### src/hdl/bsmc_pkg.sv
package bsmc_pkg;

	localparam int CH_W  = 8;
	localparam int OUT_W = 8;
	localparam int OP_W  = 2;

	localparam logic [OP_W-1:0] OP_APPEND_A = 2'd0;
	localparam logic [OP_W-1:0] OP_APPEND_B = 2'd1;
	localparam logic [OP_W-1:0] OP_COMPUTE  = 2'd2;

	localparam int ST_W = 2;
	localparam logic [ST_W-1:0] ST_IDLE  = 2'd0;
	localparam logic [ST_W-1:0] ST_WALK  = 2'd1;
	localparam logic [ST_W-1:0] ST_DRAIN = 2'd2;
	localparam logic [ST_W-1:0] ST_FIN   = 2'd3;

	typedef logic [CH_W-1:0] char_t;

endpackage

### src/hdl/bsmc_store.sv
// Character store: one write port, one read port, registered read data.
module bsmc_store import bsmc_pkg::*; #(
	parameter int DEPTH = 128
) (
	input  logic                     clk,
	input  logic                     we,
	input  logic [$clog2(DEPTH)-1:0] waddr,
	input  char_t                    wdata,
	input  logic [$clog2(DEPTH)-1:0] raddr,
	output char_t                    rdata
);

	char_t mem [DEPTH];

	always_ff @(posedge clk) begin
		if (we) begin
			mem[waddr] <= wdata;
		end
		rdata <= mem[raddr];
	end

endmodule

### src/hdl/best_shift_match_count_core.sv
// Best shift match count core.
// Input channel (in_valid / in_stall, opcode, ch): opcode APPEND_A / APPEND_B
// appends ch to the first / second string, one beat per cycle unless stalled;
// a character past MAX_LEN is dropped and sets the overflow flag. Opcode
// COMPUTE starts the search; opcode 3 is taken and ignored.
// Output channel (out_valid / out_stall, best_count, overflow): one beat per
// COMPUTE, the largest count of equal characters over all relative shifts,
// saturated at 255. The pair's lengths and overflow flag clear afterwards.
// Search: a COMPUTE on strings of lengths n1, n2 walks every diagonal of
// the n2 x n1 position grid, one position pair per cycle through the two
// store read ports, then drains the compare stage and out_valid rises; an
// empty string skips the walk. in_stall is high meanwhile.
// Appends are taken while a result waits.
// Reset: lengths, flag, FSM and output valid clear; store contents are
// left as is, only entries written since the last COMPUTE are read.
// A stalled result holds in the output register; a finished search waits
// in its final state until the output register frees up.
module best_shift_match_count_core import bsmc_pkg::*; #(
	parameter int MAX_LEN = 128
) (
	input  logic             clk,
	input  logic             arst_n,
	input  logic             in_valid,
	output logic             in_stall,
	input  logic [OP_W-1:0]  opcode,
	input  logic [CH_W-1:0]  ch,
	output logic             out_valid,
	input  logic             out_stall,
	output logic [OUT_W-1:0] best_count,
	output logic             overflow
);

	localparam int AW = $clog2(MAX_LEN);      // store index
	localparam int LW = $clog2(MAX_LEN + 1);  // length / count

	logic [ST_W-1:0] state_q;
	logic [LW-1:0]   len_a_q, len_b_q;
	logic            drop_q;

	// diagonal start and current read position (i: second, j: first)
	logic [AW-1:0]   si_q, sj_q, ri_q, rj_q;
	logic            first_q;

	logic            vld_s1, first_s1, done_s1;
	logic [LW-1:0]   cnt_q, best_q;

	logic            out_valid_q, ovf_q;
	logic [OUT_W-1:0] best_count_q;

	char_t           rd_a, rd_b;

	logic            acc, ld_a, ld_b, full_a, full_b;
	logic            diag_end, all_end, out_free;
	logic [LW-1:0]   cnt_new;

	assign in_stall = (state_q != ST_IDLE);
	assign acc      = in_valid && !in_stall;
	assign full_a   = (len_a_q == LW'(MAX_LEN));
	assign full_b   = (len_b_q == LW'(MAX_LEN));
	assign ld_a     = acc && (opcode == OP_APPEND_A) && !full_a;
	assign ld_b     = acc && (opcode == OP_APPEND_B) && !full_b;

	bsmc_store #(.DEPTH(MAX_LEN)) u_store_a (
		.clk   (clk),
		.we    (ld_a),
		.waddr (len_a_q[AW-1:0]),
		.wdata (ch),
		.raddr (rj_q),
		.rdata (rd_a)
	);

	bsmc_store #(.DEPTH(MAX_LEN)) u_store_b (
		.clk   (clk),
		.we    (ld_b),
		.waddr (len_b_q[AW-1:0]),
		.wdata (ch),
		.raddr (ri_q),
		.rdata (rd_b)
	);

	// end of the current diagonal, and of the last one (i = 0, j = n1-1)
	assign diag_end = (LW'(ri_q) == len_b_q - LW'(1)) || (LW'(rj_q) == len_a_q - LW'(1));
	assign all_end  = diag_end && (si_q == '0) && (LW'(sj_q) == len_a_q - LW'(1));

	// running count on the diagonal in flight
	assign cnt_new  = (first_s1 ? '0 : cnt_q) + LW'(rd_a == rd_b);
	assign out_free = !out_valid_q || !out_stall;

	always_ff @(posedge clk or negedge arst_n) begin
		if (!arst_n) begin
			state_q     <= ST_IDLE;
			len_a_q     <= '0;
			len_b_q     <= '0;
			drop_q      <= 1'b0;
			vld_s1      <= 1'b0;
			out_valid_q <= 1'b0;
		end else begin
			vld_s1 <= (state_q == ST_WALK);
			if (state_q == ST_FIN && out_free) begin
				out_valid_q <= 1'b1;
			end else if (out_valid_q && !out_stall) begin
				out_valid_q <= 1'b0;
			end
			case (state_q)
				ST_IDLE: begin
					if (acc && opcode == OP_APPEND_A) begin
						if (full_a) begin
							drop_q <= 1'b1;
						end else begin
							len_a_q <= len_a_q + LW'(1);
						end
					end
					if (acc && opcode == OP_APPEND_B) begin
						if (full_b) begin
							drop_q <= 1'b1;
						end else begin
							len_b_q <= len_b_q + LW'(1);
						end
					end
					if (acc && opcode == OP_COMPUTE) begin
						if (len_a_q == '0 || len_b_q == '0) begin
							state_q <= ST_FIN;
						end else begin
							state_q <= ST_WALK;
						end
					end
				end
				ST_WALK: begin
					if (all_end) begin
						state_q <= ST_DRAIN;
					end
				end
				ST_DRAIN: begin
					if (vld_s1 && done_s1) begin
						state_q <= ST_FIN;
					end
				end
				ST_FIN: begin
					if (out_free) begin
						len_a_q     <= '0;
						len_b_q     <= '0;
						drop_q      <= 1'b0;
						state_q     <= ST_IDLE;
					end
				end
				default: begin
					state_q <= ST_IDLE;
				end
			endcase
		end
	end

	// walk addresses and the compare stage: payload, no reset
	always_ff @(posedge clk) begin
		first_s1 <= first_q;
		done_s1  <= all_end;
		if (state_q == ST_IDLE) begin
			// first diagonal: last char of second against first char of first
			si_q    <= AW'(len_b_q - LW'(1));
			sj_q    <= '0;
			ri_q    <= AW'(len_b_q - LW'(1));
			rj_q    <= '0;
			first_q <= 1'b1;
			best_q  <= '0;
		end else if (state_q == ST_WALK) begin
			if (diag_end) begin
				first_q <= 1'b1;
				if (si_q != '0) begin
					si_q <= si_q - AW'(1);
					ri_q <= si_q - AW'(1);
					rj_q <= '0;
				end else begin
					sj_q <= sj_q + AW'(1);
					ri_q <= '0;
					rj_q <= sj_q + AW'(1);
				end
			end else begin
				first_q <= 1'b0;
				ri_q    <= ri_q + AW'(1);
				rj_q    <= rj_q + AW'(1);
			end
		end
		if (vld_s1) begin
			cnt_q <= cnt_new;
			if (cnt_new > best_q) begin
				best_q <= cnt_new;
			end
		end
		if (state_q == ST_FIN && out_free) begin
			best_count_q <= (32'(best_q) > 32'd255) ? OUT_W'(255) : OUT_W'(best_q);
			ovf_q        <= drop_q;
		end
	end

	assign out_valid  = out_valid_q;
	assign best_count = best_count_q;
	assign overflow   = ovf_q;

endmodule

### config.mk
export PLATFORM = sky130hd
export DESIGN_NAME = best_shift_match_count_core
export DESIGN_NICKNAME = d
export VERILOG_FILES = /design/src/hdl/bsmc_pkg.sv /design/src/hdl/bsmc_store.sv /design/src/hdl/best_shift_match_count_core.sv
export SDC_FILE = /design/constraint.sdc
export NUM_CORES = 2
export LEC_CHECK = 0
export BUFFER_PORTS_ARGS = -buffer_cell sky130_fd_sc_hd__buf_2
export CORE_ASPECT_RATIO = 1.25
export CORE_MARGIN = 2
export CORE_UTILIZATION = 57
export CTS_CLUSTER_DIAMETER = 150
export DETAILED_ROUTE_END_ITERATION = 10
export GPL_ROUTABILITY_DRIVEN = 0
export PLACE_DENSITY = 0.87
export SYNTH_ARGS = -nofsm -noshare
export SYNTH_HDL_FRONTEND = slang
export SYNTH_HIERARCHICAL = 1
export SYNTH_SLANG_ARGS = --single-unit
### constraint.sdc
create_clock -name clk -period 3.3 [get_ports clk]
set_input_delay 0.165 -clock clk [delete_from_list [all_inputs] [get_ports clk]]
set_output_delay 0.165 -clock clk [all_outputs]
set_load 0.01 [all_outputs]
==> Yosys cells after proc, flatten, opt, wreduce, memory -nomap -nowiden <==
Memories as Yosys holds them, arrays and structs flattened. A register that Yosys moved wholly into a read port is not among the register bits.
Cells that the tools add are included.
{ "op_classes": {"muxes": 40, "n_mul": 0, "shifts": 0, "n_addsub": 9, "magnitude_cmp": 1, "reduce_logical": 37, "eq_ne": 19, "n_bitwise": 1, "div_mod_pow": 0} }
{ "ops": {"columns": ["operator", "count"], "rows": [
  ["8-bit two-way mux", 9],
  ["7-bit two-way mux", 10],
  ["8-bit one-hot mux with 2 select lines", 2],
  ["7-bit by 8-bit equality test with 1-bit output", 3],
  ["7-bit by 1-bit adder with 7-bit output, second input constant", 3],
  ["8-bit by 1-bit adder with 8-bit output, second input constant", 2],
  ["8-bit equality test, second input constant", 2],
  ["8-bit zero test", 2],
  ["2-bit != test, second input constant", 8],
  ["8-bit by 1-bit subtractor with 8-bit output, second input constant", 2],
  ["1-bit two-way mux", 12],
  ["4-bit AND reduction", 3],
  ["2-bit nonzero test", 6],
  ["1-bit logical AND", 11],
  ["2-bit two-way mux", 5],
  ["8-bit by 1-bit adder with 8-bit output", 1],
  ["8-bit equality test", 1],
  ["8-bit greater-than comparator", 1],
  ["2-bit one-hot mux with 4 select lines", 1],
  ["7-bit zero test", 1],
  ["7-bit nonzero test", 1],
  ["7-bit by 1-bit subtractor with 7-bit output, second input constant", 1],
  ["2-bit equality test, second input constant", 3],
  ["3-bit AND reduction", 2],
  ["other kinds (7)", 15]
]} }
{ "word_totals": {"latchBits": 0, "rom_bits": 0, "memories": 2, "regBits": 77, "ram_bits": 2048} }
{ "mem_list": {"columns": ["name", "words", "word_bits", "rd", "rd_clocked_by_memory_dff", "wr", "line_no", "text"], "rows": [
  ["u_store_a.mem", 128, 8, 1, 1, 1, "bsmc_store.sv:13", "char_t mem [DEPTH];"],
  ["u_store_b.mem", 128, 8, 1, 1, 1, "bsmc_store.sv:13", null]
]} }

==> Longest topological paths before layout <==
{ "logic_depth": {"ltp_word": 8, "mapped_depth": 16, "depth_no_buf": 15} }

==> Hierarchy <==
Netlist, hierarchy kept.
{ "modules_own_cells": {"columns": ["mod", "seq_area_each_um2", "area_each_um2", "cells_per_inst", "n_inst"], "rows": [
  ["bsmc_store", 30909.6, 39665.5, 1635, 2],
  ["best_shift_match_count_core", 1956.9, 4877.2, 520, 1]
]} }

==> Worst setup path before layout <==
Ideal clock, no wire load.
{ "synth_path": {"path_kind": "flip-flop to flip-flop", "from": "reg len_a_q[0]", "to": "reg si_q[0], enable pin", "synth_period_minus_slack_ns": 3.442, "path_stages_with_launch": 12, "arrival_ns": 3.058, "n_path_buf": 3, "slack_ns": -0.142, "cell_sequence": "dfrtp_1 > buf_6 > inv_1 > ha_1 > nor3b_2 > nor3b_2 > xnor3_1 > a2111oi_4 > a2bb2oi_2 > buf_6 > clkbuf_1 > o31ai_1"} }
{ "synth_via": {"elab_chain_len": 5} }
{ "synth_rtl": {"columns": ["element", "line_no", "text"], "rows": [
  ["from (decl)", "best_shift_match_count_core.sv:37", "logic [LW-1:0] len_a_q, len_b_q;"],
  ["from (signal assigned)", "best_shift_match_count_core.sv:110", "len_a_q <= len_a_q + LW'(1);"],
  ["8-bit by 1-bit subtractor with 8-bit output", "best_shift_match_count_core.sv:82", "assign diag_end = (LW'(ri_q) == len_b_q - LW'(1)) || (LW'(rj_q) == len_a_q - LW'(1));"],
  ["7-bit by 8-bit equality test with 1-bit output", "best_shift_match_count_core.sv:82", null],
  ["1-bit logical OR", "best_shift_match_count_core.sv:82", null],
  ["2-bit nonzero test (no source line)", null, null],
  ["3-bit AND reduction (no source line)", null, null],
  ["to (signal assigned)", "best_shift_match_count_core.sv:159", "si_q <= AW'(len_b_q - LW'(1));"],
  ["to (signal assigned)", "best_shift_match_count_core.sv:169", "si_q <= si_q - AW'(1);"],
  ["to (decl)", "best_shift_match_count_core.sv:41", "logic [AW-1:0] si_q, sj_q, ri_q, rj_q;"]
]} }
No other way between the ends.
A chain may end at the register's enable or synchronous reset.

==> Worst setup path in the final report <==
{ "layout_path": {"from": "reg state_q[0]", "to": "mem u_store_b/mem[36][3] in the netlist's numbering, enable pin"} }
{ "layout_via": {"elab_chain_len": 7} }
{ "layout_rtl": {"columns": ["element", "line_no", "text"], "rows": [
  ["from (decl)", "best_shift_match_count_core.sv:36", "logic [ST_W-1:0] state_q;"],
  ["from (signal assigned)", "best_shift_match_count_core.sv:91", "state_q <= ST_IDLE;"],
  ["from (signal assigned)", "best_shift_match_count_core.sv:122", "state_q <= ST_FIN;"],
  ["from (signal assigned)", "best_shift_match_count_core.sv:124", "state_q <= ST_WALK;"],
  ["2-bit nonzero test", "best_shift_match_count_core.sv:56", "assign in_stall = (state_q != ST_IDLE);"],
  ["1-bit zero test", "best_shift_match_count_core.sv:57", "assign acc = in_valid && !in_stall;"],
  ["1-bit logical AND", "best_shift_match_count_core.sv:57", null],
  ["1-bit logical AND (2 in a row)", "best_shift_match_count_core.sv:61", "assign ld_b = acc && (opcode == OP_APPEND_B) && !full_b;"],
  ["named net ld_b", "best_shift_match_count_core.sv:52", "logic acc, ld_a, ld_b, full_a, full_b;"],
  ["1-bit two-way mux", "bsmc_store.sv:16", "if (we) begin"],
  ["1-bit two-way mux (not written as such)", "bsmc_store.sv:17", "mem[waddr] <= wdata;"],
  ["to (decl)", "bsmc_store.sv:13", null]
]} }
The timed path passes the listed nets, and every way through them passes these cells.

==> metrics <==
syn_nets=3827; clock tree sinks=2141; crit-path max cell delay=0.46 ns; TritonCTS clock tree=yes; Yosys warnings=6; status=complete, but fails checks; slew margin rel.=5.36%; routed len/inst=35.3 µm; Setup Skew=0.0470 ns; max_cap viols=0; Initial Utilization=57.5%; Die Span Y=434 µm; Die Area=151000 µm²; Util after Layout=65.2%; Post-synth EDFFs=2079; Mean Syn Cell Area=22.2 µm²; CP Max Fanout=8; async set-or-reset flop fraction in the synthesized netlist=0.981%; Seq cells post-synth=2141; critical path cell sequence=inv_1 > ha_2 > and4b_1 > o31ai_2 > inv_1 > nor2b_1 > nand2_1 > buf_4 > nor2_2; worst slack, placed=-0.0971 ns; ant diodes=0; die width=348 µm; failing checks=negative hold slack, negative setup slack; final setup TNS=-18.24 ns; H-tree levels=4; Total Nets Final=4152; power density over cell area=800 nW/µm²; hold slack=-0.00455 ns; fin crit period=3.54 ns; IO Pins=25; antenna-violating nets left=0; Pleak=30.0 nW; Worst path slowest cell=nor2_2; fillers=8475; DR DRC count=0; via/cell ratio=7.03; placed insts=5807; Slew @ Worst Pin=1.41 ns; crit path DAT=3.99 ns; Top FF cell, synth=edfxtp_1; VDD IR-drop max=687 µV; clock transition at the registers of the reported paths=0.07 ns; Layout area overhead=13.4%; First DRT Iteration DRCs=6349; Cell variety after synth=59; global-route wire length before repair=316000 µm; final cell count without fillers=6180; worst-skew pair later-pin latency=0.85 ns; final setup violation count=244; Hold Vio Cnt, Final=1; Core ar.=147000 µm²; vias in the first global route=44800; WL final=218000 µm; crit-path most repeated cell=inv_1; CTS max path bufs=3; Cell Area, Synth=84200 µm²; Hold/Removal Path Class=input port to flop; sequential area share after synthesis=75.7%; Pwr Total=76.4 mW; cts bufs inserted=195; initial antenna violation count=8; flop2flop setup slack=-0.24 ns; Setup crit start kind=flop; row count=157; period utilization=107%; Setup crit end kind=flop; kind of critical path=flop to flop; worst setup margin=-0.238 ns; RSZ-0062 raised after global routing=true; max frequency=0.283 GHz; CP required=3.75 ns; hpwl dp=122000 µm; largest net degree at the start of global routing=135; share of post-route cells with drive strength above 1=32.5%; vias=43400; Port Buf Inserts=24; GR Overflow Total=0; Root Driver=clkbuf_16; Slew Viols, Final=0; all-layer global routing usage=29.2%; Cells after Synth=3790; number of iterations in the first detailed-routing pass=10
==> cell type report <==
cell class | count | area [µm²] | share of cell area, %
Sequential cell | 2141 | 63800 | 66.8
Timing Repair Buffer | 333 | 3090 | 3.23
Inverter | 29 | 109 | 0.114
Clock buffer | 240 | 5150 | 5.40
Tap cell | 1908 | 2390 | 2.50
Clock inverter | 114 | 1250 | 1.31
Multi-Input combinational cell | 1415 | 19700 | 20.7
==> power breakdown <==
group	switching [mW]	internal [mW]	total, mW
logic	11.9	10.5	22.4
registers	0.651	30.4	31.1
clock network	10.1	12.9	23.0
==> per-stage QoR <==
stage | area, µm² | hold slack (ns)
after global routing | 95500 | 0.0586
after floorplan | 84200 | -0.131
after CTS | 95300 | 0.00549
after detailed placement | 88600 | 0.226
final | 95500 | -0.00455
after global placement | 88600 | 0.211
==> logic make-up (layout without fill, tap and decap cells) <==
logic type / count (synthesis) / in the layout / share of synthesized area, %
muxes: 700 / 700 / 18.3
buffers and inverters: 235 / 716 / 1.23
DFF: 2141 / 2141 / 75.7
xor gates and xnor gates: 62 / 62 / 0.694
AOI/OAI and AO/OA: 96 / 97 / 0.789
adders and majority gates: 23 / 23 / 0.342
and+or+nand+nor: 533 / 533 / 2.87
==> sequential cells by signal, summed over array words and instances (netlist names) <==
signal,cells
best_count,8
best_q,8
cnt_q,8
done_s1,1
drop_q,1
first_q,1
first_s1,1
len_a_q,8
len_b_q,8
out_valid,1
overflow,1
ri_q,7
rj_q,7
si_q,7
sj_q,7
state_q,2
u_store_a/mem,1024
u_store_a/rdata,8
u_store_b/mem,1024
u_store_b/rdata,8
vld_s1,1
==> Yosys cell counts (23+ instances only) <==
library cell	count	area share, %
edfxtp_1	2079	74
mux4_2	672	18
nor2_1	287	1.3
clkbuf_1	107	0.48
nand2_1	56	0.25
nand3_1	53	0.31
dfxtp_1	41	0.97
buf_1	40	0.18
xnor2_1	39	0.41
nor3_1	36	0.21
buf_2	33	0.20
inv_1	28	0.12
ha_1	23	0.34
mux2_2	23	0.31
==> routing by layer <==
layer  GRT usage [%]  share of wire, %  routed length (µm)  vias up
li1                -                 -                   -    16600
met1            34.6                32               68600    22500
met2            50.4                52              114000     3477
met4            16.4               6.9               15000       14
met3            5.87               9.5               20600      921
met5               0             0.042                  92        -
==> worst paths after layout <==
| kind | from | endpoint | cells past startpoint |
|---|---|---|---|
| max | state_q[0] | u_store_b/mem[36][3] | 9 |
| min | ch[6] | u_store_a/mem[80][6] | 1 |
| max reg2reg | state_q[0] | u_store_b/mem[36][3] | 9 |
| min reg2reg | first_q | first_s1 | 0 |
| max in group asynchronous | arst_n | len_b_q[4] | 4 |
| min in group asynchronous | arst_n | state_q[1] | 4 |
==> worst max-delay path, delay by kind of cell (launching register included) <==
family          cells  cell delay [ns]
compound gates      1             0.13
fa+ha+maj           1             0.23
buf+inv             3             0.81
flops               1             0.41
simple gates        4             1.56
==> placed cells by master, fill, tap and decap left out, types with 6 or more instances in the layout <==
| cell | count |
|---|---|
| inv_1 | 28 |
| and3_1 | 13 |
| ha_1 | 18 |
| nor3_1 | 33 |
| buf_4 | 252 |
| nand2_1 | 53 |
| edfxtp_1 | 2079 |
| or3_1 | 10 |
| o31a_1 | 6 |
| a31oi_1 | 8 |
| o21a_1 | 6 |
| o21ai_0 | 18 |
| buf_2 | 16 |
| mux2_2 | 22 |
| dfxtp_1 | 36 |
| mux4_2 | 672 |
| nor2_2 | 49 |
| nand3_1 | 53 |
| clkinv_2 | 33 |
| nand2b_1 | 10 |
| nor2b_1 | 18 |
| clkbuf_16 | 199 |
| clkbuf_1 | 39 |
| bufinv_16 | 23 |
| dfrtp_1 | 21 |
| nor2_1 | 233 |
| xor2_1 | 19 |
| clkinv_1 | 36 |
| xnor2_1 | 36 |
| nand3b_1 | 8 |
| clkbuf_8 | 10 |
| buf_12 | 44 |
| or4_1 | 9 |
| dlygate4sd3_1 | 9 |
| a21oi_1 | 20 |
| clkinvlp_4 | 6 |
| nand4_1 | 16 |
==> repair_timing <==
action / in CTS / in global routing
cloned: 0 / 1
setup buffers: 0 / 6
pin swaps: 0 / 10
hold buffers: 10 / 0
setup endpoints to repair: 548 / 448
resized for setup: 46 / 48
endpoints found under the hold margin: 71 / 0
No activity file was read; power rests on OpenSTA's default activity.
